$ cat config.mk
export PLATFORM = sky130hd
export DESIGN_NAME = pls_ram
export DESIGN_NICKNAME = d
export VERILOG_FILES = /design/src/hdl/polyline_laplacian_smoother_unit_assert.svh /design/src/hdl/pls_ram.sv
export SDC_FILE = /design/constraint.sdc
export NUM_CORES = 2
export LEC_CHECK = 0
export BUFFER_PORTS_ARGS = -buffer_cell sky130_fd_sc_hd__buf_2
export CAP_MARGIN = 15
export CORE_MARGIN = 4
export CORE_UTILIZATION = 36
export CTS_BUF_LIST = sky130_fd_sc_hd__clkbuf_4 sky130_fd_sc_hd__clkbuf_8 sky130_fd_sc_hd__clkbuf_16
export CTS_CLUSTER_SIZE = 16
export DETAILED_ROUTE_END_ITERATION = 10
export RECOVER_POWER = 50
export SLEW_MARGIN = 20
export SYNTH_ARGS = -nofsm -noshare
export SYNTH_HDL_FRONTEND = slang
export SYNTH_SLANG_ARGS = --single-unit
$ cat constraint.sdc
create_clock -name i_clk -period 4.2 [get_ports i_clk]
set_input_delay 0.21 -clock i_clk [delete_from_list [all_inputs] [get_ports i_clk]]
set_output_delay 0.21 -clock i_clk [all_outputs]
set_load 0.01 [all_outputs]
$ cat src/hdl/polyline_laplacian_smoother_unit_assert.svh
// ----------------------------------------------------------------------------
// Assertion macros for the polyline Laplacian smoother
// Shared property wrappers with an active-low reset disable.
// ----------------------------------------------------------------------------
`ifndef POLYLINE_LAPLACIAN_SMOOTHER_UNIT_ASSERT_SVH
`define POLYLINE_LAPLACIAN_SMOOTHER_UNIT_ASSERT_SVH

// Same-cycle implication, checked on every rising clock edge out of reset.
`define PLS_ASSERT_NOW(lbl, clk, rstn, ante, cons) \
    lbl: assert property (@(posedge clk) disable iff (!rstn) (ante) |-> (cons)) \
        else $error("pls assertion failed");

// Next-cycle implication, checked on every rising clock edge out of reset.
`define PLS_ASSERT_NEXT(lbl, clk, rstn, ante, cons) \
    lbl: assert property (@(posedge clk) disable iff (!rstn) (ante) |=> (cons)) \
        else $error("pls assertion failed");

`endif

$ cat src/hdl/pls_ram.sv
// ----------------------------------------------------------------------------
// pls_ram
// Generic single-write, single-read RAM with a registered read port.
// ----------------------------------------------------------------------------
module pls_ram #(
    parameter int WIDTH = 32,
    parameter int DEPTH = 64
) (
    input  logic                     i_clk,
    input  logic                     i_we,
    input  logic [$clog2(DEPTH)-1:0] i_waddr,
    input  logic [WIDTH-1:0]         i_wdata,
    input  logic [$clog2(DEPTH)-1:0] i_raddr,
    output logic [WIDTH-1:0]         o_rdata
);
    logic [WIDTH-1:0] r_mem [DEPTH];
    logic [WIDTH-1:0] r_rdata;

    always_ff @(posedge i_clk) begin
        if (i_we) begin
            r_mem[i_waddr] <= i_wdata;
        end
        r_rdata <= r_mem[i_raddr];
    end

    assign o_rdata = r_rdata;
endmodule

Word level (Yosys, flattened, before mapping). Memories as Yosys holds them, arrays and structs flattened. A register that Yosys moved wholly into a read port is not among the register bits. Cells that the tools add are included.

Logic and storage cells: 3. Memories: 1. Bits in registers: 0. Input port bits: 46. Output and inout bits: 32. Bits in writable memories: 2048.

Memories: r_mem (depth 64, width 32, rd ports 1, clocked after memory_dff 1, write ports 1, RTL line pls_ram.sv:16) `logic [WIDTH-1:0] r_mem [DEPTH];`.

Muxes and demuxes: 2.

Operators by type and width (number): two-way mux 1 bit (2).

Longest topological paths before layout.
Depth in word-level cells: 2. Gate-level depth with buffers: 10. Gate-level depth less buffers: 5.

Worst setup path before layout. No wires, ideal clock.

Kind: in2reg. From: in i_waddr[3]. To: mem r_mem[48][0] (enable). Data required time: 3.739 ns. Arrival time: 2.909 ns. Slack: 0.830 ns. Stages: 4. Path buffers: 1. Library setup time: 0.461 ns. Cell sequence: clkbuf_1 -> nor2b_1 -> nand4b_1 -> nor3_1.

RTL lines: from (decl) (RTL line pls_ram.sv:11) `input logic [$clog2(DEPTH)-1:0] i_waddr,`; to (decl) (RTL line pls_ram.sv:16).

No word-level cell before the write port.

Final worst setup path.
From: in i_wdata[0]. To: mem r_mem[46][0], data pin.

RTL lines: from (decl) (RTL line pls_ram.sv:12) `input logic [WIDTH-1:0] i_wdata,`.

No word-level cell before the write port.

==> results.json <==
{
  "cp-end-kind": "flop",
  "fmax_mhz": 305,
  "drv_slew": 1970,
  "critPathMaxFanout": 39,
  "synth_seq_cells": 2080,
  "route.detailed.drc": 0,
  "die_y_um": 475,
  "ir_drop_mv": 0.395,
  "wl_per_cell_um": 31.0,
  "grt.overflow.total": 0,
  "numPortBuffers": 77,
  "fillers": 18641,
  "cts_buffers": 207,
  "drtPass1Iterations": 5,
  "cts_root_buf": "clkbuf_16",
  "rsz0062_at_grt": "no",
  "synth_warnings": 0,
  "synth.avg_cell_area_um2": 23.6,
  "nets": 3689,
  "clk_latency_ps": 840,
  "synth_cell_type_count": 34,
  "hold_class": "primary input to flop",
  "syn_area_um2": 78500,
  "hpwlAfterDp_mm": 123,
  "die_w_um": 475,
  "period_share_pct": 78.0,
  "gp_congestion": 0.833,
  "die-area_um2": 226000,
  "layout-drive-gt1-share_pct": 30.4,
  "rows": 171,
  "clock_skew_ps": 30.8,
  "htreeDepth": 4,
  "r2r_start": "r_mem[31][18]",
  "synth_cells": 3324,
  "critPathRequiredTime_ps": 4500,
  "r2r_cells": 4,
  "critPathLaunch": "i_wdata[0]",
  "via_count": 37224,
  "first_global_vias": 37572,
  "cp-start-kind": "primary input",
  "synthToLayoutAreaGrowth_pct": 15.6,
  "io_pins": 78,
  "viasPerCell": 5.56,
  "critPathKind": "primary input to flop",
  "ys_seq_area_share_pct": 79.1,
  "syn_nets": 3370,
  "power_mw": 44.0,
  "status": "finished with violations",
  "setup_viol": 0,
  "grt_max_degree": 65,
  "core_area_um2": 217000,
  "drt_first_iter_violations": 4865,
  "antenna_found_initial": 19,
  "reg2reg_to": "o_rdata[18]",
  "cts_buffer_depth": 3,
  "wl_mm": 207,
  "timing.slew.headroom_pct": -122,
  "cts_resized": 0,
  "finalHoldViolCount": 0,
  "violations": "capacitance limit, slew limit",
  "tns_ps": 0,
  "grt_use_total_pct": 18.2,
  "start_util_pct": 36.2,
  "grt_pass1_wl_mm": 290,
  "cap_violations": 41,
  "p_leak_nw": 28.1,
  "power-per-cell-area_nw_per_um2": 484,
  "clkTransAtPathRegs_ps": 60,
  "layout_min_cycle_time_ps": 3270,
  "reg2reg_setup_slack_ps": 1560,
  "crit_arrival_ps": 3580,
  "postRouteAntennaNets": 0,
  "crit_end": "r_mem[46][0]",
  "cts_sinks": 2080,
  "worst_slew_pin_slew_ps": 3330,
  "cts_tree": "built"
}
[synthesized netlist by cell type]
library cell  count  share of area, %
or3_1             3             0.024
nand3b_1          5             0.048
mux2i_1          93               1.2
nand4_1           2             0.016
or3b_2            3             0.033
or2_1             1            0.0080
dfxtp_1          32              0.82
o221ai_1         27              0.30
nand4b_1          1             0.011
buf_6             5             0.072
buf_4            25              0.24
clkbuf_1         74              0.35
a31oi_1           1            0.0080
or2_0             1            0.0080
o22ai_1          84              0.67
a311oi_1          8             0.089
buf_2            57              0.36
nor2_1          137              0.65
a21oi_1          62              0.40
or3b_1            2             0.022
nor3_1            7             0.045
nand3_1           5             0.032
or2_2             1            0.0080
and2_1            2             0.016
a41o_1            4             0.051
o32ai_1           4             0.045
nand2_1          26              0.12
a22oi_1          12              0.11
and3_1            4             0.032
buf_1            21              0.10
mux4_2          544                16
nor2b_1          15              0.12
edfxtp_1       2048                78
nand2b_1          8             0.064
[worst min path at each step]
stage / from / to / slack [ps] / cells past startpoint
2_1_floorplan: i_wdata[0] / r_mem[0][0] / 310 / 0
3_3_place_gp: o_rdata[29] / o_rdata[29] / 610 / 1
3_5_place_dp: o_rdata[29] / o_rdata[29] / 610 / 1
4_1_cts: i_wdata[24] / r_mem[26][24] / 0.6 / 1
5_1_grt: i_raddr[3] / o_rdata[8] / 60 / 4
6_report: i_raddr[3] / o_rdata[8] / 100 / 4
[per-stage QoR]
| stage | instance area, um^2 | util [%] | instances | worst slack (ps) | hold slack, ps |
|---|---|---|---|---|---|
| 6_report | 90800 | 41.8 | 6690 | 925 | 98.7 |
| 5_1_grt | 90700 | 41.8 | 6680 | 744 | 64.5 |
| 4_1_cts | 91000 | 41.9 | 6675 | 1400 | 0.606 |
| 3_5_place_dp | 83900 | 38.7 | 6273 | 573 | 610 |
| 3_3_place_gp | 83900 | 38.7 | 6273 | 538 | 612 |
| 2_1_floorplan | 78500 | - | 3324 | 830 | 309 |
[logic make-up (layout without fill, tap and decap cells)]
group,Yosys count,after routing,synth area share [%]
other,0,14,0
AOI/OAI and AO/OA,202,202,1.67
DFF,2080,2080,79.1
buffers and inverters,182,680,1.13
muxes,637,637,16.8
and+or+nand+nor,223,223,1.27
[state kept, by name, summed over array words and instances (netlist names)]
signal and flops:
r_mem 2048, o_rdata 32
[area by class of cell]
type / count / area (um^2) / share of cell area, %
sequential: 2080 / 62100 / 68.5
multi-input combinational: 1062 / 15800 / 17.4
clock buffer: 275 / 5880 / 6.47
tap: 2854 / 3570 / 3.93
timing repair buffer: 292 / 2270 / 2.50
clock inverter: 113 / 1050 / 1.16
antenna: 14 / 35.0 / 0.0386
[cell usage in the layout, fill, tap and decap left out, drive strengths merged, types with 7 or more instances in the layout]
| master | synthesis | routed |
|---|---|---|
| nand2b | 8 | 8 |
| nand2 | 26 | 26 |
| mux2i | 93 | 93 |
| dlygate4sd3 | 0 | 15 |
| clkbuf | 74 | 325 |
| nor3 | 7 | 7 |
| a311oi | 8 | 8 |
| o22ai | 84 | 84 |
| nor2 | 137 | 137 |
| diode | 0 | 14 |
| buf | 108 | 227 |
| dfxtp | 32 | 32 |
| o221ai | 27 | 27 |
| bufinv | 0 | 19 |
| edfxtp | 2048 | 2048 |
| a22oi | 12 | 12 |
| mux4 | 544 | 544 |
| clkinv | 0 | 84 |
| a21oi | 62 | 62 |
| clkinvlp | 0 | 8 |
| nor2b | 15 | 15 |
[repair_timing]
| item | in CTS | in global routing |
|---|---|---|
| buffers inserted | 0 | 0 |
| endpoints found under the hold margin | 360 | 64 |
| hold buffers | 14 | 1 |
[where the power goes]
group          internal (mW)  switching, mW  total, mW
Clock                   11.0           7.64       18.6
Sequential              23.0          0.116       23.1
Combinational          0.804           1.43       2.23
[layer usage]
metal | GRT usage [%] | vias to the layer above | routed length (um)
li1 | - | 14954 | -
met1 | 26.2 | 20377 | 87800
met2 | 28.8 | 1582 | 98600
met3 | 3.12 | 301 | 15400
met4 | 5.23 | 10 | 5560
met5 | 0 | - | 68
[worst max-delay path, stage by stage]
cell           delay (ps)
dlygate4sd3_1         580
clkbuf_1             1080
clkbuf_1             1610
No activity file was read; power rests on OpenSTA's default activity.
