### src/hdl/polyline_laplacian_smoother_unit_assert.svh
// ----------------------------------------------------------------------------
// Assertion macros for the polyline Laplacian smoother
// Shared property wrappers with an active-low reset disable.
// ----------------------------------------------------------------------------
`ifndef POLYLINE_LAPLACIAN_SMOOTHER_UNIT_ASSERT_SVH
`define POLYLINE_LAPLACIAN_SMOOTHER_UNIT_ASSERT_SVH

// Same-cycle implication, checked on every rising clock edge out of reset.
`define PLS_ASSERT_NOW(lbl, clk, rstn, ante, cons) \
    lbl: assert property (@(posedge clk) disable iff (!rstn) (ante) |-> (cons)) \
        else $error("pls assertion failed");

// Next-cycle implication, checked on every rising clock edge out of reset.
`define PLS_ASSERT_NEXT(lbl, clk, rstn, ante, cons) \
    lbl: assert property (@(posedge clk) disable iff (!rstn) (ante) |=> (cons)) \
        else $error("pls assertion failed");

`endif

### src/hdl/pls_pkg.sv
// ----------------------------------------------------------------------------
// pls_pkg
// Constants, types, microprogram and arithmetic helpers of the smoother.
// ----------------------------------------------------------------------------
package pls_pkg;

    localparam int MAX_POINTS     = 64;
    localparam int COORD_BITS     = 32;
    localparam int FIELD_BITS     = 32;
    localparam int IDX_BITS       = $clog2(MAX_POINTS);
    localparam int CNT_BITS       = $clog2(MAX_POINTS + 1);
    localparam int RELAX_BITS     = 17;
    localparam int ITER_BITS      = 16;
    localparam int RELAX_SHIFT    = 17;
    localparam int CFG_INDEX_BITS = 1;
    localparam int CFG_DATA_BITS  = 17;
    localparam int DIFF_BITS      = COORD_BITS + 2;
    localparam int PROD_BITS      = DIFF_BITS + RELAX_BITS + 1;
    localparam int SUM_BITS       = COORD_BITS + 4;
    localparam int WIDE_BITS      = (COORD_BITS > FIELD_BITS) ? COORD_BITS : FIELD_BITS;
    localparam int PC_BITS        = 4;

    localparam logic [RELAX_BITS-1:0] RELAX_ONE   = RELAX_BITS'(65536);
    localparam logic [RELAX_BITS-1:0] RELAX_RESET = RELAX_BITS'(655);
    localparam logic [ITER_BITS-1:0]  ITER_RESET  = ITER_BITS'(100);

    localparam logic [CFG_INDEX_BITS-1:0] CFG_RELAXATION      = CFG_INDEX_BITS'(0);
    localparam logic [CFG_INDEX_BITS-1:0] CFG_ITERATION_COUNT = CFG_INDEX_BITS'(1);

    typedef logic signed [COORD_BITS-1:0] t_coord;
    typedef logic signed [FIELD_BITS-1:0] t_field;

    // Read address sources.
    localparam logic [2:0] RA_ZERO  = 3'd0;
    localparam logic [2:0] RA_ONE   = 3'd1;
    localparam logic [2:0] RA_TWO   = 3'd2;
    localparam logic [2:0] RA_AHEAD = 3'd3;
    localparam logic [2:0] RA_K     = 3'd4;

    // Window capture targets.
    localparam logic [1:0] CAP_NONE = 2'd0;
    localparam logic [1:0] CAP_PREV = 2'd1;
    localparam logic [1:0] CAP_CUR  = 2'd2;
    localparam logic [1:0] CAP_NEXT = 2'd3;

    // Jump conditions: the jump is taken when the condition holds.
    localparam logic [2:0] C_NONE       = 3'd0;
    localparam logic [2:0] C_ALWAYS     = 3'd1;
    localparam logic [2:0] C_WAIT_FINAL = 3'd2;
    localparam logic [2:0] C_SKIP       = 3'd3;
    localparam logic [2:0] C_MORE       = 3'd4;
    localparam logic [2:0] C_OUT_BUSY   = 3'd5;
    localparam logic [2:0] C_K_MORE     = 3'd6;

    // Program steps.
    localparam logic [PC_BITS-1:0] PC_IDLE = 4'd0;
    localparam logic [PC_BITS-1:0] PC_PASS = 4'd1;
    localparam logic [PC_BITS-1:0] PC_P1   = 4'd2;
    localparam logic [PC_BITS-1:0] PC_P2   = 4'd3;
    localparam logic [PC_BITS-1:0] PC_L0   = 4'd4;
    localparam logic [PC_BITS-1:0] PC_L1   = 4'd5;
    localparam logic [PC_BITS-1:0] PC_L2   = 4'd6;
    localparam logic [PC_BITS-1:0] PC_L3   = 4'd7;
    localparam logic [PC_BITS-1:0] PC_L4   = 4'd8;
    localparam logic [PC_BITS-1:0] PC_PEND = 4'd9;
    localparam logic [PC_BITS-1:0] PC_E0   = 4'd10;
    localparam logic [PC_BITS-1:0] PC_E1   = 4'd11;
    localparam logic [PC_BITS-1:0] PC_E2   = 4'd12;
    localparam logic [PC_BITS-1:0] PC_FIN  = 4'd13;
    localparam logic [PC_BITS-1:0] PC_LAST = PC_FIN;

    typedef struct packed {
        logic [2:0]         raddr_sel;
        logic [1:0]         cap;
        logic               diff;
        logic               mult;
        logic               update;
        logic               shift;
        logic               set_j;
        logic               clr_k;
        logic               dec_iter;
        logic               load_out;
        logic               clr_line;
        logic               load_iter;
        logic [2:0]         cond;
        logic [PC_BITS-1:0] target;
    } t_uword;

    typedef struct packed {
        logic [1:0] cap;
        logic       diff;
        logic       mult;
        logic       update;
        logic       shift;
    } t_lane_ctrl;

    typedef struct packed {
        logic                we;
        logic                wsel_input;
        logic [IDX_BITS-1:0] waddr;
        logic [IDX_BITS-1:0] raddr;
    } t_mem_ctrl;

    typedef struct packed {
        logic load;
        logic eol;
        logic ovf;
    } t_emit;

    // Control store. Each interior point takes steps L0 to L4.
    function automatic t_uword uprog(input logic [PC_BITS-1:0] pc);
        t_uword w;
        w = '0;
        case (pc)
            PC_IDLE: begin
                w.load_iter = 1'b1;
                w.cond      = C_WAIT_FINAL;
                w.target    = PC_IDLE;
            end
            PC_PASS: begin
                w.raddr_sel = RA_ZERO;
                w.clr_k     = 1'b1;
                w.cond      = C_SKIP;
                w.target    = PC_E0;
            end
            PC_P1: begin
                w.raddr_sel = RA_ONE;
                w.cap       = CAP_PREV;
            end
            PC_P2: begin
                w.raddr_sel = RA_TWO;
                w.cap       = CAP_CUR;
                w.set_j     = 1'b1;
            end
            PC_L0: begin
                w.cap = CAP_NEXT;
            end
            PC_L1: begin
                w.diff = 1'b1;
            end
            PC_L2: begin
                w.mult = 1'b1;
            end
            PC_L3: begin
                w.update = 1'b1;
            end
            PC_L4: begin
                w.shift     = 1'b1;
                w.raddr_sel = RA_AHEAD;
                w.cond      = C_MORE;
                w.target    = PC_L0;
            end
            PC_PEND: begin
                w.dec_iter = 1'b1;
                w.cond     = C_ALWAYS;
                w.target   = PC_PASS;
            end
            PC_E0: begin
                w.raddr_sel = RA_K;
            end
            PC_E1: begin
                w.raddr_sel = RA_K;
                w.load_out  = 1'b1;
                w.cond      = C_OUT_BUSY;
                w.target    = PC_E1;
            end
            PC_E2: begin
                w.cond   = C_K_MORE;
                w.target = PC_E0;
            end
            PC_FIN: begin
                w.clr_line = 1'b1;
                w.cond     = C_ALWAYS;
                w.target   = PC_IDLE;
            end
            default: begin
                w.cond   = C_ALWAYS;
                w.target = PC_IDLE;
            end
        endcase
        return w;
    endfunction

    // Clamp an input field to the coordinate range.
    function automatic t_coord sat_input(input t_field f);
        logic signed [WIDE_BITS-1:0]     w;
        logic [WIDE_BITS-COORD_BITS:0]   hi;
        t_coord                          r;
        w  = WIDE_BITS'(f);
        hi = w[WIDE_BITS-1:COORD_BITS-1];
        if (hi == '0 || hi == '1) begin
            r = t_coord'(w);
        end else if (w[WIDE_BITS-1]) begin
            r = {1'b1, {(COORD_BITS-1){1'b0}}};
        end else begin
            r = {1'b0, {(COORD_BITS-1){1'b1}}};
        end
        return r;
    endfunction

    // Clamp an updated coordinate to the coordinate range.
    function automatic t_coord sat_sum(input logic signed [SUM_BITS-1:0] v);
        logic [SUM_BITS-COORD_BITS:0] hi;
        t_coord                       r;
        hi = v[SUM_BITS-1:COORD_BITS-1];
        if (hi == '0 || hi == '1) begin
            r = t_coord'(v);
        end else if (v[SUM_BITS-1]) begin
            r = {1'b1, {(COORD_BITS-1){1'b0}}};
        end else begin
            r = {1'b0, {(COORD_BITS-1){1'b1}}};
        end
        return r;
    endfunction

    // Result fields carry the low bits of the sign-extended coordinate.
    function automatic t_field to_field(input t_coord c);
        return FIELD_BITS'(c);
    endfunction

endpackage

### src/hdl/pls_lane.sv
// ----------------------------------------------------------------------------
// pls_lane
// One axis of the relaxation datapath: a three-point window, the second
// difference, the relaxation product and the rounded, saturated update.
// ----------------------------------------------------------------------------
module pls_lane import pls_pkg::*; (
    input  logic                  i_clk,
    input  logic [RELAX_BITS-1:0] i_relax,
    input  t_lane_ctrl            i_ctrl,
    input  t_coord                i_rdata,
    output t_coord                o_new
);
    t_coord                       r_prev, r_cur, r_next, r_new;
    logic signed [DIFF_BITS-1:0]  r_d, n_d;
    logic signed [PROD_BITS-1:0]  r_prod, n_prod, w_round;
    logic signed [SUM_BITS-1:0]   w_sum;

    assign n_d     = DIFF_BITS'(r_prev) + DIFF_BITS'(r_next) - (DIFF_BITS'(r_cur) <<< 1);
    assign n_prod  = PROD_BITS'($signed({1'b0, i_relax})) * PROD_BITS'(r_d);
    // Rounds to nearest with halves toward plus infinity.
    assign w_round = (r_prod + PROD_BITS'(65536)) >>> RELAX_SHIFT;
    assign w_sum   = SUM_BITS'(r_cur) + SUM_BITS'(w_round);

    always_ff @(posedge i_clk) begin
        case (i_ctrl.cap)
            CAP_PREV: r_prev <= i_rdata;
            CAP_CUR:  r_cur  <= i_rdata;
            CAP_NEXT: r_next <= i_rdata;
            default:  ;
        endcase
        if (i_ctrl.diff) begin
            r_d <= n_d;
        end
        if (i_ctrl.mult) begin
            r_prod <= n_prod;
        end
        if (i_ctrl.update) begin
            r_new <= sat_sum(w_sum);
        end
        if (i_ctrl.shift) begin
            r_prev <= r_new;
            r_cur  <= r_next;
        end
    end

    assign o_new = r_new;
endmodule

### config.mk
export PLATFORM = sky130hd
export DESIGN_NAME = pls_lane
export DESIGN_NICKNAME = d
export VERILOG_FILES = /design/src/hdl/polyline_laplacian_smoother_unit_assert.svh /design/src/hdl/pls_pkg.sv /design/src/hdl/pls_lane.sv
export SDC_FILE = /design/constraint.sdc
export NUM_CORES = 2
export LEC_CHECK = 0
export ABC_AREA = 1
export BUFFER_PORTS_ARGS = -buffer_cell sky130_fd_sc_hd__buf_2
export CORE_UTILIZATION = 50
export DETAILED_ROUTE_END_ITERATION = 8
export PLACE_DENSITY = 0.7
export SYNTH_ARGS = -nofsm -noshare
export SYNTH_HDL_FRONTEND = slang
export SYNTH_SLANG_ARGS = --single-unit
export TNS_END_PERCENT = 100
### constraint.sdc
create_clock -name i_clk -period 16.8 [get_ports i_clk]
set_clock_uncertainty 0.2 [all_clocks]
set_input_delay 3.36 -clock i_clk [delete_from_list [all_inputs] [get_ports i_clk]]
set_output_delay 3.36 -clock i_clk [all_outputs]
set_load 0.02 [all_outputs]
# == Yosys cells after proc, flatten, opt, wreduce, memory -nomap -nowiden ==
# Cells that the tools add are included.
# totals
register_bits,214
out_inout_bits,32
elab_cells,25
# op_classes
n_addsub,4
multipliers,1
n_eq_ne,4
muxes,6
n_reduce_logical,4
# op_table
op,count
32-bit 2-to-1 mux,6
52-bit by 18-bit adder with 52-bit output (second input constant),1
18-bit by 34-bit multiplier with 52-bit output,1
32-bit by 35-bit adder with 36-bit output,1
33-bit by 33-bit subtractor with 34-bit output,1
32-bit by 32-bit adder with 33-bit output,1
5-bit == test (second input constant),1
5-bit zero test,1
2-bit == test (second input constant),2
2-bit nonzero test,2
2-bit by 1-bit == test with 1-bit output (second input constant),1
1-bit logical OR,1

# == Depth between registers and ports, before layout ==
# depth
word_depth,5
mapped_depth,32
ltp_nobuf,31

# == Least setup slack after synthesis ==
# No wires, ideal clock.
# synth_path
path_type,input port to flip-flop
startpoint,input i_relax[9]
endpoint,register r_prod[43] (data pin)
setup_time_ps,256
arrival_time_ps,8475
t_required_ps,16344
slack_ps,7869
stages,24
path_cell_list,clkbuf_1 > clkbuf_1 > nand2_1 > fa_1 > inv_1 > fa_1 > inv_1 > fa_1 > inv_1 > fa_1 > fa_1 > inv_1 > fa_1 > inv_1 > ha_1 > nand2_1 > nor2_1 > nand2_1 > o21ai_0 > nand2_1 > a21boi_0 > nor2_1 > nand2_1 > nand2_1
# synth_via
elab_chain_len,1
# synth_lines
item,line,source
"start, declared",pls_lane.sv:8,"input logic [RELAX_BITS-1:0] i_relax,"
18-bit by 34-bit multiplier with 52-bit output,pls_lane.sv:19,"assign n_prod = PROD_BITS'($signed({1'b0, i_relax})) * PROD_BITS'(r_d);"
via n_prod[43],pls_lane.sv:15,"logic signed [PROD_BITS-1:0] r_prod, n_prod, w_round;"
"end signal, assigned",pls_lane.sv:35,r_prod <= n_prod;
"end, declared",pls_lane.sv:15,
# The timed path passes the listed nets, and every way through them passes these cells.
# A chain may end at the register's enable or synchronous reset.

# == Final worst setup path ==
# layout_path
startpoint,input i_relax[4]
endpoint,register r_prod[46] (data pin)
# The elaborated chain is that of the path after synthesis.

==> summary.md <==
| Metric | Value |
|---|---|
| Run status | completed |
| Site Rows | between 90 and 100 |
| Clock transition at path regs | approximately 0.08 ns |
| All-Layer GR Usage | 0.274 |
| Combinational family with the most area after synthesis | adder cells |
| Horiz. Die Dim | ~260 um |
| Clock sink total | 198 |
| Most common library cell in the layout ignoring fill and taps | sky130_fd_sc_hd__inv_1 |
| Capture endpoint of the worst hold path | r_prev[9] |
| Antenna cell count | 0 |
| R2R Path End | r_prod[48] |
| Worst-Skew Late Latency | between 0.4 and 0.5 ns |
| Area fraction in compound gates after synthesis | 0.0518 |
| Port-buffer cells | 87 |
| Mapped Cells | 4224 |
| Residual overflow from global routing | 0 |
| Total area of sequential cells | about 0.0059 mm^2 |
| Placed wire-length estimate after detailed placement | 71.3 mm |
| Min-Delay Path Depth | 2 |
| Final-report hold violation count | 0 |
| Number of filler instances in the final layout | 6231 |
| Share of cells above drive strength 1 | 0.0404 |
| Minimum period implied by the final worst setup slack | between 9 and 10 ns |
| Setup repair after global routing missed its margin | false |
| Worst r2r path cells | 21 |
| Capturing element type of the critical path | flop |
| Average routed wire per standard cell | 17.5 um |
| Die H | about 260 um |
| Area growth from synthesis to layout | 4.81% |
| Post-route DRC | 0 |
| Multiplexer share of the synthesized area | 0 |
| Area used by multi-input combinational logic | around 0.023 mm^2 |
| Initial antenna violation count | 0 |
| Worst Hold Class | flop to flop |
| Die Area | 0.0685 mm^2 |
| Synth area leaders | sky130_fd_sc_hd__fa_1, sky130_fd_sc_hd__edfxtp_1, sky130_fd_sc_hd__inv_1, sky130_fd_sc_hd__nand2_1, sky130_fd_sc_hd__ha_1 |
| Number of optimization iterations in the first detailed-route pass | 6 |
| Number of vias in the routed layout | between 20000 and 30000 |
| Post-Syn Area per Cell | roughly 8 um^2 |
| Slack of the worst reg-to-reg path | between 9 and 10 ns |
| Startpoint of the worst register-to-register path | r_d[23] |
| Start point of the worst hold path | o_new[9] |
| Highest-count cells in the layout ignoring fill and taps | sky130_fd_sc_hd__inv_1, sky130_fd_sc_hd__nand2_1, sky130_fd_sc_hd__fa_1 |
| Peak clock frequency supported by timing | ~110 MHz |
| Antenna-violating nets left | 0 |
| Startpoint type of the worst setup path | primary input |
| First-pass GRT wire length | approximately 150 mm |
| Fraction of the yosys area taken by sequential cells | 0.176 |
| Net total in the final layout | 5019 |
| RD Place Congestion | between 0.9 and 1 |
| Post-Route Setup TNS | 0 ns |
| Synthesis Warnings | 0 |
| Largest net degree at the start of global routing | 66 |
| CTS Root Cell | sky130_fd_sc_hd__clkbuf_16 |
| Crit path required time | between 15 and 20 ns |
| Worst slew pin tran | 1.11 ns |
| Final Max Tran Viols | 0 |
| Syn Std Cell Area | ~0.034 mm^2 |
| CTS H-Tree Depth | 4 |
| Endpoints failing setup | 0 |
| Crit path DAT | 9.49 ns |
| Max Cap Violations | 0 |
| I/O Pins | slightly below 90 |
| Number of DRC violations after detailed-routing iteration 0 | around 2200 |
| Area share of fa/ha/maj cells after synthesis | 0.415 |
| Vias/cell | around 5.2 |
| Most used flip-flop cell after synthesis | sky130_fd_sc_hd__edfxtp_1 |
| Core area | between 0.06 and 0.07 mm^2 |
| Number of gates resized after cts | 0 |
| Vias in the first global route | 27100 |
| Number of buffers inserted by hold repair at cts | 0 |
| Net count after synthesis | about 5000 |
| Number of synthesized flops with an enable pin | between 150 and 200 |
| TritonCTS buffer count | 17 |
| Initial standard-cell utilization of the core | 0.510 |
| Share of synthesized cell area in and, or, nand and nor gates | 0.170 |
| Relative slew slack | 0.257 |
| Final routed wirelength across all metal layers | between 80 and 90 mm |
| Area share of the largest cell type after synthesis | 0.345 |
| Async SR Flop Fraction | 0 |
| Share of the clock period used by the worst path | 0.564 |
| Flop and latch count out of synthesis | around 200 |
| CTS tree | yes |
| Xor/xnor cell area share of the yosys netlist | 0.0335 |
| Buffers inserted during post-CTS setup optimization | 0 |
| Largest driver fanout on the critical path | 34 |
| Worst Path Class, Setup | primary input to flop |
| Maximum clock path buffer count | 2 |
| Number of unique standard cell types used by synthesis | 44 |
| Largest area contributor in the netlist | sky130_fd_sc_hd__fa_1 |
-- area by class of cell --
class                           instances  share of cell area
Sequential cell                       198               0.168
Clock inverter                         15             0.00460
Clock buffer                           17              0.0120
Multi-Input combinational cell       2654               0.640
Tap cell                              864              0.0306
Inverter                             1220               0.129
Timing Repair Buffer                  102              0.0155
-- Yosys cell counts (4+ instances only) --
cell and count:
sky130_fd_sc_hd__inv_1 1214, sky130_fd_sc_hd__nand2_1 1139, sky130_fd_sc_hd__fa_1 582, sky130_fd_sc_hd__edfxtp_1 198, sky130_fd_sc_hd__ha_1 188, sky130_fd_sc_hd__nor2_1 149, sky130_fd_sc_hd__clkbuf_1 146, sky130_fd_sc_hd__a21oi_1 127
sky130_fd_sc_hd__o21ai_0 101, sky130_fd_sc_hd__xor2_1 88, sky130_fd_sc_hd__nand3_1 63, sky130_fd_sc_hd__xnor2_1 41, sky130_fd_sc_hd__nor3_1 34, sky130_fd_sc_hd__a31oi_1 24, sky130_fd_sc_hd__a21o_1 17, sky130_fd_sc_hd__nand4_1 15
sky130_fd_sc_hd__o21bai_1 15, sky130_fd_sc_hd__nand2_2 9, sky130_fd_sc_hd__nor4_1 7, sky130_fd_sc_hd__a21boi_0 6, sky130_fd_sc_hd__and3_1 6, sky130_fd_sc_hd__nor3_2 6, sky130_fd_sc_hd__nor2_2 5, sky130_fd_sc_hd__inv_2 4
sky130_fd_sc_hd__nand3_2 4, sky130_fd_sc_hd__o211ai_1 4, sky130_fd_sc_hd__o21a_1 4
-- routing by layer --
| metal | GRT usage | share of wire |
|---|---|---|
| met3 | 0.0268 | 0.066 |
| met2 | 0.474 | 0.49 |
| met1 | 0.370 | 0.41 |
| met4 | 0.0672 | 0.025 |
| met5 | 0 | 0 |
-- per-stage QoR --
stage                     utilization  hold WS (ns)  setup slack, ns  instance area, um^2  std cells
final                           0.534         0.345             7.32                35400       5070
after global routing            0.534         0.372             6.94                35400       5070
after CTS                       0.534         0.348             7.34                35400       5070
after detailed placement        0.525         0.326             6.86                34800       5038
after global placement          0.525         0.331             6.91                34800       5038
after floorplan                     -         0.324             7.87                33700       4224
-- flip-flops by register name, indices dropped and copies added, names as in the netlist --
register and cells:
r_next 32, r_prod 36, r_cur 32, o_new 32, r_prev 32, r_d 34
-- kinds of logic (layout without fill, tap and decap cells) --
logic type / after synthesis / after routing
compound gates: 312 / 312
simple gates: 1443 / 1443
buf+inv: 1372 / 1354
fa+ha+maj: 770 / 770
xor+xnor: 129 / 129
flops: 198 / 198
-- worst max path at each step --
stage | from | to | slack, ns | cells after the start
after detailed placement | i_relax[0] | r_prod[49] | 6.86 | 22
after floorplan | i_relax[9] | r_prod[43] | 7.87 | 24
after CTS | i_relax[0] | r_prod[49] | 7.34 | 22
after global placement | i_relax[3] | r_prod[49] | 6.91 | 19
final | i_relax[4] | r_prod[46] | 7.32 | 19
after global routing | i_relax[3] | r_prod[44] | 6.94 | 19
-- worst max-delay path, cell delays in order --
cell and delay [ns]:
sky130_fd_sc_hd__buf_2 0.64, sky130_fd_sc_hd__nand2_1 0.21, sky130_fd_sc_hd__inv_1 0.13, sky130_fd_sc_hd__fa_1 0.56, sky130_fd_sc_hd__fa_1 0.94, sky130_fd_sc_hd__fa_1 0.54, sky130_fd_sc_hd__fa_1 0.50, sky130_fd_sc_hd__fa_1 0.49
sky130_fd_sc_hd__inv_1 0.05, sky130_fd_sc_hd__fa_1 0.47, sky130_fd_sc_hd__inv_1 0.04, sky130_fd_sc_hd__ha_1 0.37, sky130_fd_sc_hd__nand2_1 0.12, sky130_fd_sc_hd__nor2_1 0.28, sky130_fd_sc_hd__inv_1 0.11, sky130_fd_sc_hd__nor2_1 0.20
sky130_fd_sc_hd__nand2_1 0.08, sky130_fd_sc_hd__o211ai_1 0.28, sky130_fd_sc_hd__xor2_1 0.11
Power is not shown: default switching activity piles up to over one toggle a cycle in this logic, so the estimate is an artifact.
