## config.mk

```make
export PLATFORM = sky130hd
export DESIGN_NAME = pls_seq
export DESIGN_NICKNAME = d
export VERILOG_FILES = /design/src/hdl/pls_pkg.sv /design/src/hdl/pls_seq.sv
export VERILOG_INCLUDE_DIRS = /design/src /design/src/hdl
export SDC_FILE = /design/constraint.sdc
export NUM_CORES = 1
export LEC_CHECK = 0
export BUFFER_PORTS_ARGS = -buffer_cell sky130_fd_sc_hd__buf_2
export CAP_MARGIN = 5
export CORE_UTILIZATION = 40
export CTS_BUF_LIST = sky130_fd_sc_hd__clkbuf_16
export CTS_CLUSTER_DIAMETER = 40
export DETAILED_ROUTE_END_ITERATION = 8
export PLACE_DENSITY_LB_ADDON = 0.08
export SYNTH_ARGS = -nofsm -noshare
export SYNTH_HDL_FRONTEND = slang
export SYNTH_SLANG_ARGS = --single-unit
```

## constraint.sdc

```tcl
create_clock -name i_clk -period 2.5 [get_ports i_clk]
set_clock_uncertainty 0.15 [all_clocks]
set_input_delay 0.5 -clock i_clk [delete_from_list [all_inputs] [get_ports i_clk]]
set_output_delay 0.5 -clock i_clk [all_outputs]
set_load 0.05 [all_outputs]
```

## src/hdl/polyline_laplacian_smoother_unit_assert.svh

```systemverilog
// ----------------------------------------------------------------------------
// Assertion macros for the polyline Laplacian smoother
// Shared property wrappers with an active-low reset disable.
// ----------------------------------------------------------------------------
`ifndef POLYLINE_LAPLACIAN_SMOOTHER_UNIT_ASSERT_SVH
`define POLYLINE_LAPLACIAN_SMOOTHER_UNIT_ASSERT_SVH

// Same-cycle implication, checked on every rising clock edge out of reset.
`define PLS_ASSERT_NOW(lbl, clk, rstn, ante, cons) \
    lbl: assert property (@(posedge clk) disable iff (!rstn) (ante) |-> (cons)) \
        else $error("pls assertion failed");

// Next-cycle implication, checked on every rising clock edge out of reset.
`define PLS_ASSERT_NEXT(lbl, clk, rstn, ante, cons) \
    lbl: assert property (@(posedge clk) disable iff (!rstn) (ante) |=> (cons)) \
        else $error("pls assertion failed");

`endif

```

## src/hdl/pls_pkg.sv

```systemverilog
// ----------------------------------------------------------------------------
// pls_pkg
// Constants, types, microprogram and arithmetic helpers of the smoother.
// ----------------------------------------------------------------------------
package pls_pkg;

    localparam int MAX_POINTS     = 64;
    localparam int COORD_BITS     = 32;
    localparam int FIELD_BITS     = 32;
    localparam int IDX_BITS       = $clog2(MAX_POINTS);
    localparam int CNT_BITS       = $clog2(MAX_POINTS + 1);
    localparam int RELAX_BITS     = 17;
    localparam int ITER_BITS      = 16;
    localparam int RELAX_SHIFT    = 17;
    localparam int CFG_INDEX_BITS = 1;
    localparam int CFG_DATA_BITS  = 17;
    localparam int DIFF_BITS      = COORD_BITS + 2;
    localparam int PROD_BITS      = DIFF_BITS + RELAX_BITS + 1;
    localparam int SUM_BITS       = COORD_BITS + 4;
    localparam int WIDE_BITS      = (COORD_BITS > FIELD_BITS) ? COORD_BITS : FIELD_BITS;
    localparam int PC_BITS        = 4;

    localparam logic [RELAX_BITS-1:0] RELAX_ONE   = RELAX_BITS'(65536);
    localparam logic [RELAX_BITS-1:0] RELAX_RESET = RELAX_BITS'(655);
    localparam logic [ITER_BITS-1:0]  ITER_RESET  = ITER_BITS'(100);

    localparam logic [CFG_INDEX_BITS-1:0] CFG_RELAXATION      = CFG_INDEX_BITS'(0);
    localparam logic [CFG_INDEX_BITS-1:0] CFG_ITERATION_COUNT = CFG_INDEX_BITS'(1);

    typedef logic signed [COORD_BITS-1:0] t_coord;
    typedef logic signed [FIELD_BITS-1:0] t_field;

    // Read address sources.
    localparam logic [2:0] RA_ZERO  = 3'd0;
    localparam logic [2:0] RA_ONE   = 3'd1;
    localparam logic [2:0] RA_TWO   = 3'd2;
    localparam logic [2:0] RA_AHEAD = 3'd3;
    localparam logic [2:0] RA_K     = 3'd4;

    // Window capture targets.
    localparam logic [1:0] CAP_NONE = 2'd0;
    localparam logic [1:0] CAP_PREV = 2'd1;
    localparam logic [1:0] CAP_CUR  = 2'd2;
    localparam logic [1:0] CAP_NEXT = 2'd3;

    // Jump conditions: the jump is taken when the condition holds.
    localparam logic [2:0] C_NONE       = 3'd0;
    localparam logic [2:0] C_ALWAYS     = 3'd1;
    localparam logic [2:0] C_WAIT_FINAL = 3'd2;
    localparam logic [2:0] C_SKIP       = 3'd3;
    localparam logic [2:0] C_MORE       = 3'd4;
    localparam logic [2:0] C_OUT_BUSY   = 3'd5;
    localparam logic [2:0] C_K_MORE     = 3'd6;

    // Program steps.
    localparam logic [PC_BITS-1:0] PC_IDLE = 4'd0;
    localparam logic [PC_BITS-1:0] PC_PASS = 4'd1;
    localparam logic [PC_BITS-1:0] PC_P1   = 4'd2;
    localparam logic [PC_BITS-1:0] PC_P2   = 4'd3;
    localparam logic [PC_BITS-1:0] PC_L0   = 4'd4;
    localparam logic [PC_BITS-1:0] PC_L1   = 4'd5;
    localparam logic [PC_BITS-1:0] PC_L2   = 4'd6;
    localparam logic [PC_BITS-1:0] PC_L3   = 4'd7;
    localparam logic [PC_BITS-1:0] PC_L4   = 4'd8;
    localparam logic [PC_BITS-1:0] PC_PEND = 4'd9;
    localparam logic [PC_BITS-1:0] PC_E0   = 4'd10;
    localparam logic [PC_BITS-1:0] PC_E1   = 4'd11;
    localparam logic [PC_BITS-1:0] PC_E2   = 4'd12;
    localparam logic [PC_BITS-1:0] PC_FIN  = 4'd13;
    localparam logic [PC_BITS-1:0] PC_LAST = PC_FIN;

    typedef struct packed {
        logic [2:0]         raddr_sel;
        logic [1:0]         cap;
        logic               diff;
        logic               mult;
        logic               update;
        logic               shift;
        logic               set_j;
        logic               clr_k;
        logic               dec_iter;
        logic               load_out;
        logic               clr_line;
        logic               load_iter;
        logic [2:0]         cond;
        logic [PC_BITS-1:0] target;
    } t_uword;

    typedef struct packed {
        logic [1:0] cap;
        logic       diff;
        logic       mult;
        logic       update;
        logic       shift;
    } t_lane_ctrl;

    typedef struct packed {
        logic                we;
        logic                wsel_input;
        logic [IDX_BITS-1:0] waddr;
        logic [IDX_BITS-1:0] raddr;
    } t_mem_ctrl;

    typedef struct packed {
        logic load;
        logic eol;
        logic ovf;
    } t_emit;

    // Control store. Each interior point takes steps L0 to L4.
    function automatic t_uword uprog(input logic [PC_BITS-1:0] pc);
        t_uword w;
        w = '0;
        case (pc)
            PC_IDLE: begin
                w.load_iter = 1'b1;
                w.cond      = C_WAIT_FINAL;
                w.target    = PC_IDLE;
            end
            PC_PASS: begin
                w.raddr_sel = RA_ZERO;
                w.clr_k     = 1'b1;
                w.cond      = C_SKIP;
                w.target    = PC_E0;
            end
            PC_P1: begin
                w.raddr_sel = RA_ONE;
                w.cap       = CAP_PREV;
            end
            PC_P2: begin
                w.raddr_sel = RA_TWO;
                w.cap       = CAP_CUR;
                w.set_j     = 1'b1;
            end
            PC_L0: begin
                w.cap = CAP_NEXT;
            end
            PC_L1: begin
                w.diff = 1'b1;
            end
            PC_L2: begin
                w.mult = 1'b1;
            end
            PC_L3: begin
                w.update = 1'b1;
            end
            PC_L4: begin
                w.shift     = 1'b1;
                w.raddr_sel = RA_AHEAD;
                w.cond      = C_MORE;
                w.target    = PC_L0;
            end
            PC_PEND: begin
                w.dec_iter = 1'b1;
                w.cond     = C_ALWAYS;
                w.target   = PC_PASS;
            end
            PC_E0: begin
                w.raddr_sel = RA_K;
            end
            PC_E1: begin
                w.raddr_sel = RA_K;
                w.load_out  = 1'b1;
                w.cond      = C_OUT_BUSY;
                w.target    = PC_E1;
            end
            PC_E2: begin
                w.cond   = C_K_MORE;
                w.target = PC_E0;
            end
            PC_FIN: begin
                w.clr_line = 1'b1;
                w.cond     = C_ALWAYS;
                w.target   = PC_IDLE;
            end
            default: begin
                w.cond   = C_ALWAYS;
                w.target = PC_IDLE;
            end
        endcase
        return w;
    endfunction

    // Clamp an input field to the coordinate range.
    function automatic t_coord sat_input(input t_field f);
        logic signed [WIDE_BITS-1:0]     w;
        logic [WIDE_BITS-COORD_BITS:0]   hi;
        t_coord                          r;
        w  = WIDE_BITS'(f);
        hi = w[WIDE_BITS-1:COORD_BITS-1];
        if (hi == '0 || hi == '1) begin
            r = t_coord'(w);
        end else if (w[WIDE_BITS-1]) begin
            r = {1'b1, {(COORD_BITS-1){1'b0}}};
        end else begin
            r = {1'b0, {(COORD_BITS-1){1'b1}}};
        end
        return r;
    endfunction

    // Clamp an updated coordinate to the coordinate range.
    function automatic t_coord sat_sum(input logic signed [SUM_BITS-1:0] v);
        logic [SUM_BITS-COORD_BITS:0] hi;
        t_coord                       r;
        hi = v[SUM_BITS-1:COORD_BITS-1];
        if (hi == '0 || hi == '1) begin
            r = t_coord'(v);
        end else if (v[SUM_BITS-1]) begin
            r = {1'b1, {(COORD_BITS-1){1'b0}}};
        end else begin
            r = {1'b0, {(COORD_BITS-1){1'b1}}};
        end
        return r;
    endfunction

    // Result fields carry the low bits of the sign-extended coordinate.
    function automatic t_field to_field(input t_coord c);
        return FIELD_BITS'(c);
    endfunction

endpackage

```

## src/hdl/pls_seq.sv

```systemverilog
// ----------------------------------------------------------------------------
// pls_seq
// Microcoded sequencer: step counter, control store, line and pass counters.
// ----------------------------------------------------------------------------
module pls_seq import pls_pkg::*; (
    input  logic                 i_clk,
    input  logic                 i_rst_n,
    input  logic                 i_accept,
    input  logic                 i_final,
    input  logic                 i_out_free,
    input  logic [ITER_BITS-1:0] i_iter_cfg,
    output logic                 o_in_ready,
    output t_mem_ctrl            o_mem,
    output t_lane_ctrl           o_lane,
    output t_emit                o_emit
);
    `include "polyline_laplacian_smoother_unit_assert.svh"

    logic [PC_BITS-1:0]   r_pc, n_pc;
    logic [CNT_BITS-1:0]  r_count;
    logic                 r_drop;
    logic [IDX_BITS-1:0]  r_j;
    logic [CNT_BITS-1:0]  r_k;
    logic [ITER_BITS-1:0] r_iter;
    t_uword               w_uw;
    logic                 w_jump;
    logic                 w_room;
    logic                 w_write_in;
    logic                 w_load;

    assign w_uw       = uprog(r_pc);
    assign o_in_ready = (r_pc == PC_IDLE);
    assign w_room     = (r_count < CNT_BITS'(MAX_POINTS));
    assign w_write_in = i_accept && w_room;
    assign w_load     = w_uw.load_out && i_out_free;

    always_comb begin
        case (w_uw.cond)
            C_ALWAYS:     w_jump = 1'b1;
            C_WAIT_FINAL: w_jump = !(i_accept && i_final);
            C_SKIP:       w_jump = (r_iter == '0) || (r_count < CNT_BITS'(3));
            C_MORE:       w_jump = (CNT_BITS'(r_j) + CNT_BITS'(2)) < r_count;
            C_OUT_BUSY:   w_jump = !i_out_free;
            C_K_MORE:     w_jump = (r_k < r_count);
            default:      w_jump = 1'b0;
        endcase
        n_pc = w_jump ? w_uw.target : r_pc + PC_BITS'(1);
    end

    always_comb begin
        o_mem.we         = w_write_in || w_uw.shift;
        o_mem.wsel_input = !w_uw.shift;
        o_mem.waddr      = w_uw.shift ? r_j : r_count[IDX_BITS-1:0];
        case (w_uw.raddr_sel)
            RA_ONE:   o_mem.raddr = IDX_BITS'(1);
            RA_TWO:   o_mem.raddr = IDX_BITS'(2);
            RA_AHEAD: o_mem.raddr = r_j + IDX_BITS'(2);
            RA_K:     o_mem.raddr = r_k[IDX_BITS-1:0];
            default:  o_mem.raddr = '0;
        endcase
        o_lane.cap    = w_uw.cap;
        o_lane.diff   = w_uw.diff;
        o_lane.mult   = w_uw.mult;
        o_lane.update = w_uw.update;
        o_lane.shift  = w_uw.shift;
        o_emit.load   = w_load;
        o_emit.eol    = ((r_k + CNT_BITS'(1)) == r_count);
        o_emit.ovf    = r_drop;
    end

    always_ff @(posedge i_clk) begin
        if (!i_rst_n) begin
            r_pc    <= PC_IDLE;
            r_count <= '0;
            r_drop  <= 1'b0;
            r_j     <= '0;
            r_k     <= '0;
            r_iter  <= '0;
        end else begin
            r_pc <= n_pc;
            if (i_accept) begin
                if (w_room) begin
                    r_count <= r_count + CNT_BITS'(1);
                end else begin
                    r_drop <= 1'b1;
                end
            end
            if (w_uw.load_iter && i_accept && i_final) begin
                r_iter <= i_iter_cfg;
            end
            if (w_uw.dec_iter) begin
                r_iter <= r_iter - ITER_BITS'(1);
            end
            if (w_uw.set_j) begin
                r_j <= IDX_BITS'(1);
            end else if (w_uw.shift) begin
                r_j <= r_j + IDX_BITS'(1);
            end
            if (w_uw.clr_k) begin
                r_k <= '0;
            end else if (w_load) begin
                r_k <= r_k + CNT_BITS'(1);
            end
            if (w_uw.clr_line) begin
                r_count <= '0;
                r_drop  <= 1'b0;
            end
        end
    end

    // The program counter stays inside the control store.
    `PLS_ASSERT_NOW(a_pc_in_program, i_clk, i_rst_n, 1'b1, r_pc <= PC_LAST)
    // The point loop only runs on lines with an interior point.
    `PLS_ASSERT_NOW(a_loop_has_interior, i_clk, i_rst_n,
                    r_pc >= PC_L0 && r_pc <= PC_L4, r_count >= CNT_BITS'(3))
    // The point being written always has a right neighbour in the line.
    `PLS_ASSERT_NOW(a_write_inside_line, i_clk, i_rst_n, w_uw.shift,
                    (CNT_BITS'(r_j) + CNT_BITS'(1)) < r_count && r_j != '0)
    // Emission never runs past the stored points.
    `PLS_ASSERT_NOW(a_emit_inside_line, i_clk, i_rst_n, w_load, r_k < r_count)
    // A finished pass always returns to the pass head.
    `PLS_ASSERT_NEXT(a_pass_returns, i_clk, i_rst_n, r_pc == PC_PEND, r_pc == PC_PASS)
endmodule

```

### Word-level counts from Yosys, hierarchy flattened

Cells that the tools add are included.

| word-level totals | value |
|---|---|
| register bits | 41 |
| word-level logic and storage cells | 86 |

| operators by class | value |
|---|---|
| equal/unequal tests | 24 |
| bitwise logic cells | 2 |
| mux-type cells | 21 |
| order comparisons | 4 |
| $add $sub $neg | 7 |
| reduce and logical (&&, ||, !) cells | 21 |

Operators with widths:

| operator | count |
|---|---|
| $pmux W7 S7 | 1 |
| $mux W16 | 2 |
| $eq A4 B4 Y1 const B | 6 |
| $pmux W6 S4 | 1 |
| $eq A4 B3 Y1 const B | 4 |
| $logic_not A16 Y1 | 1 |
| $sub A16 B1 Y16 const B | 1 |
| $add A7 B1 Y7 const B | 2 |
| $lt A7 B7 Y1 | 2 |
| $eq A3 B2 Y1 const B | 4 |
| $eq A3 B3 Y1 const B | 4 |
| $mux W1 | 12 |
| $pmux W3 S4 | 1 |
| $eq A4 B2 Y1 const B | 2 |
| $reduce_or A2 Y1 | 4 |
| $add A6 B2 Y7 const B | 1 |
| $eq A7 B7 Y1 | 1 |
| $lt A7 B2 Y1 const B | 1 |
| $lt A7 B7 Y1 const B | 1 |
| $reduce_or A7 Y1 | 1 |
| $add A6 B1 Y6 const B | 1 |
| $add A6 B2 Y6 const B | 1 |
| $eq A3 B1 Y1 const B | 2 |
| $mux W6 | 1 |
| other kinds (12) | 22 |

### Longest topological paths before layout

| depth | value |
|---|---|
| depth after elaboration | 6 |
| depth in mapped cells | 10 |
| mapped depth without buffers | 9 |

### Least setup slack after synthesis

Ideal clock, no wire load.

| timing path | value |
|---|---|
| path kind | register -> output |
| start | register r_pc[0] |
| end | output o_mem[10] (netlist bit) |
| data required time | 1.850 ns |
| buffers on the path | 2 |
| cell stages (with the launch flop) | 8 |
| path slack | -0.868 ns |
| arrival time | 2.718 ns |
| cells stage by stage | dfxtp_1 -> inv_1 -> ha_1 -> clkbuf_1 -> nand2_1 -> nor2_1 -> clkbuf_1 -> o21ai_0 |

RTL lines:

| element | RTL line | RTL |
|---|---|---|
| start, declared | pls_seq.sv:19 | `logic [PC_BITS-1:0] r_pc, n_pc;` |
| start signal, assigned | pls_seq.sv:80 | `r_pc <= n_pc;` |
| end, declared | pls_seq.sv:13 | `output t_mem_ctrl o_mem,` |

==> impl_metrics.py <==
metrics = {
    "run_status": {
        "outcome": "completed",
    },
    "global_routing": {
        "grt_start_max_net_pins": 16,
        "grt_pass1_vias": 2895,
        "globalRouteOverflowTotal": 0,
        "grt_antenna_before_repair": 0,
        "grt.total_usage_pct": 23.3,
        "grt_first_pass_wirelength_um": 14000,
    },
    "placed_design": {
        "place_congestion": 0.864,
        "hpwlAfterDp_um": 6170,
        "detailedPlace.worstSlack_ns": 0.0262,
        "placed_cells": 553,
        "count_of_port_buffers_added_during_placement": 44,
    },
    "worst_setup_path": {
        "setup.worst_path.class": "flip-flop to output port",
        "crit_path_max_fanout": 3,
        "critical_path.endpoint_type": "output port",
        "crit_arrival_ns": 1.82,
        "startpoint_type_of_the_worst_setup_path": "flip-flop",
        "worst-endpoint-required_ns": 1.85,
    },
    "yosys": {
        "number_of_synthesized_register_bits": 41,
        "async_reset_ff_share_pct": 0,
        "seq_area_frac_synth_pct": 27.6,
        "syn_inst": 395,
        "post_synthesis_instance_area_mm2": 0.00297,
        "post_syn_nets": 439,
        "synth-edff-count": 0,
        "netlist_cell_types": 57,
        "syn_avg_cell_area_um2": 7.52,
        "synth.yosys.warnings": 0,
        "yosys-top-cells-area": "sky130_fd_sc_hd__dfxtp_1 28%, sky130_fd_sc_hd__ha_1 9.7%, sky130_fd_sc_hd__a21oi_1 6.2%",
        "synth_top_cell_by_area": "sky130_fd_sc_hd__dfxtp_1",
        "synth-main-ff-cell": "sky130_fd_sc_hd__dfxtp_1",
        "synth_top_area_share_pct": 27.6,
    },
    "route": {
        "vias_per_cell": 5.43,
        "vias": 3085,
        "drt-total-wl_um": 8470,
        "drc_errors": 0,
        "drt_first_pass_iters": 4,
        "routed_wire_length_per_instance_um": 14.9,
        "drt.antenna.violating_nets": 0,
        "detailedRoute.firstIterationViolations": 171,
    },
    "timing": {
        "final_setup_violation_count": 0,
        "timing.final.crit_share_pct": 98.6,
        "finalWorstPathRequiredPeriod_ns": 2.47,
        "final_hold_viol_count": 0,
        "fin_setup_tns_ns": 0,
        "relSlewSlack_pct": 53.5,
        "number_of_pins_exceeding_their_max_slew_limit_in_the_final_report": 0,
        "grt_setup_unrepaired": "true",
        "timing.fmax_mhz": 406,
        "final_critical_path_setup_slack_ns": 0.0342,
        "tightestPinTransition_ns": 0.691,
    },
    "clock_tree": {
        "htree_num_levels": 2,
        "cts_inserted_buffers": 5,
        "cts.reportedPaths.clkPinSlew_ns": 0.06,
        "cts_root_buffer": "sky130_fd_sc_hd__clkbuf_16",
        "clkSinkCount": 41,
        "tritoncts": "done",
        "clock_tree.buffer_depth": 2,
        "clock_insertion_delay_at_the_later_pin_of_the_skew_report_ns": 0.29,
    },
    "floorplanning": {
        "floorplan.die.height_um": 88.2,
        "floorplan.initialDensity_pct": 41.2,
        "fp.dieArea_mm2": 0.00778,
        "placement_rows": 31,
        "fp.dieW_um": 88.2,
        "io_pins": 45,
        "fp.coreArea_mm2": 0.00721,
    },
    "power": {
        "pwr_density_cell_mw_per_mm2": 784,
        "peakVddDrop_uv": 369,
        "leakage_nw": 1.61,
        "comb_power_share_pct": 49.2,
        "power_switching_w": 0.00130,
        "power.internal_w": 0.00183,
        "switching_share_pct": 41.4,
        "share_seq_of_total_power_pct": 27.0,
        "p_clk_share_pct": 23.8,
    },
    "cells_and_area": {
        "n_antenna_cell": 0,
        "final_nets": 512,
        "multi_input_area_mm2": 0.00220,
        "sequential_cell_area_um2": 835,
        "layout.cells.most_common": "sky130_fd_sc_hd__buf_4",
        "layout_common_cells": "40 x sky130_fd_sc_hd__buf_4, 38 x sky130_fd_sc_hd__nand2_1, 36 x sky130_fd_sc_hd__nor2_1",
        "fillerInstances": 743,
        "syn2layout_area_growth_pct": 34.3,
        "layoutNonFillerInstCount": 568,
        "post_route_cells_drive_above_1_share_pct": 33.0,
    },
    "job": {
        "cap_violations": 0,
    },
    "min_path": {
        "timing.hold.worst.class": "input port to flip-flop",
    },
}
## layer usage
metal  track usage (%)  vias up  routed length (um)
met2              37.4       75                3990
li1                  -     1568                   -
met1              31.8     1431                4050
met4              6.01        0                 104
met5                 0        -                   0
met3              4.62       11                 334
## worst paths after layout
kind,end,startpoint,slack [ns],cells past startpoint
worst min-delay path,r_iter[3],i_iter_cfg[3],0.29,3
worst max register to register,r_iter[9],r_iter[2],0.14,5
worst max-delay path,o_emit[1],r_k[0],0.03,6
worst min register to register,r_iter[9],r_iter[9],0.31,2
## power by group through the flow
stage / clock network, W / logic, W / registers [W]
after global placement: 0 / 0.00135 / 0.000830
final: 0.000744 / 0.00154 / 0.000846
after CTS: 0.000762 / 0.00147 / 0.000834
after global routing: 0.000785 / 0.00168 / 0.000859
after detailed placement: 0 / 0.00135 / 0.000832
after floorplan: 0 / 0.000981 / 0.000808
## flip-flops by register name, summed over array words and instances, names as in the netlist
signal   count
r_count      7
r_drop       1
r_iter      16
r_j          6
r_k          7
r_pc         4
## cell families after synthesis
family | count (synthesis) | synth area share (%)
compound gates | 102 | 20.8
xor+xnor | 23 | 6.78
fa+ha+maj | 23 | 9.68
buf+inv | 35 | 5.52
flops | 41 | 27.6
mux | 3 | 1.05
simple gates | 168 | 28.6
## metrics by stage
step / util (%) / hold slack [ns] / cell area, um^2 / power [W]
floorplan: - / 0.285 / 3030 / 0.00179
global placement: 48.9 / 0.300 / 3530 / 0.00218
detailed placement: 48.9 / 0.307 / 3530 / 0.00218
CTS: 53.7 / 0.285 / 3870 / 0.00307
global route: 55.3 / 0.309 / 3990 / 0.00333
finish: 55.3 / 0.289 / 3990 / 0.00313
## final cells by class
type                    instances  share of cell area (%)
clock buffers                   5                    3.14
clock inverters                 3                    1.03
inverters                      16                    1.63
multi-input cells             319                    55.2
flip-flops and latches         41                    20.9
well taps                      99                    3.10
repair buffers                 85                    15.0
## Yosys cell counts (all sizes together), types with 2 or more instances
master	n
nor2	46
dfxtp	41
nand2	40
a21oi	37
o21ai	29
ha	23
nand3	17
clkbuf	15
inv	15
xnor2	13
xor2	10
nor3	9
or3	9
a211oi	6
and2	6
nand4	6
nor2b	6
a31oi	5
nor4	5
or2	5
or4	5
a22oi	4
nand2b	4
and3	3
buf	3
o211ai	3
o311ai	3
a2111oi	2
mux2i	2
nand3b	2
nor3b	2
o221ai	2
o22ai	2
## timing repair
action,CTS,global route
gates resized for setup,37,29
pin swaps,7,3
setup endpoints to repair,10,14
setup buffers,7,0
cloned,0,0
hold buffers,0,0
## worst max-delay path, cell delays in order, from the launching register on
cell,delay [ns]
sky130_fd_sc_hd__dfxtp_2,0.34
sky130_fd_sc_hd__buf_4,0.15
sky130_fd_sc_hd__inv_1,0.16
sky130_fd_sc_hd__ha_4,0.23
sky130_fd_sc_hd__nor4_2,0.26
sky130_fd_sc_hd__o2111a_1,0.24
sky130_fd_sc_hd__buf_6,0.16
No activity file was read; power rests on OpenSTA's default activity.
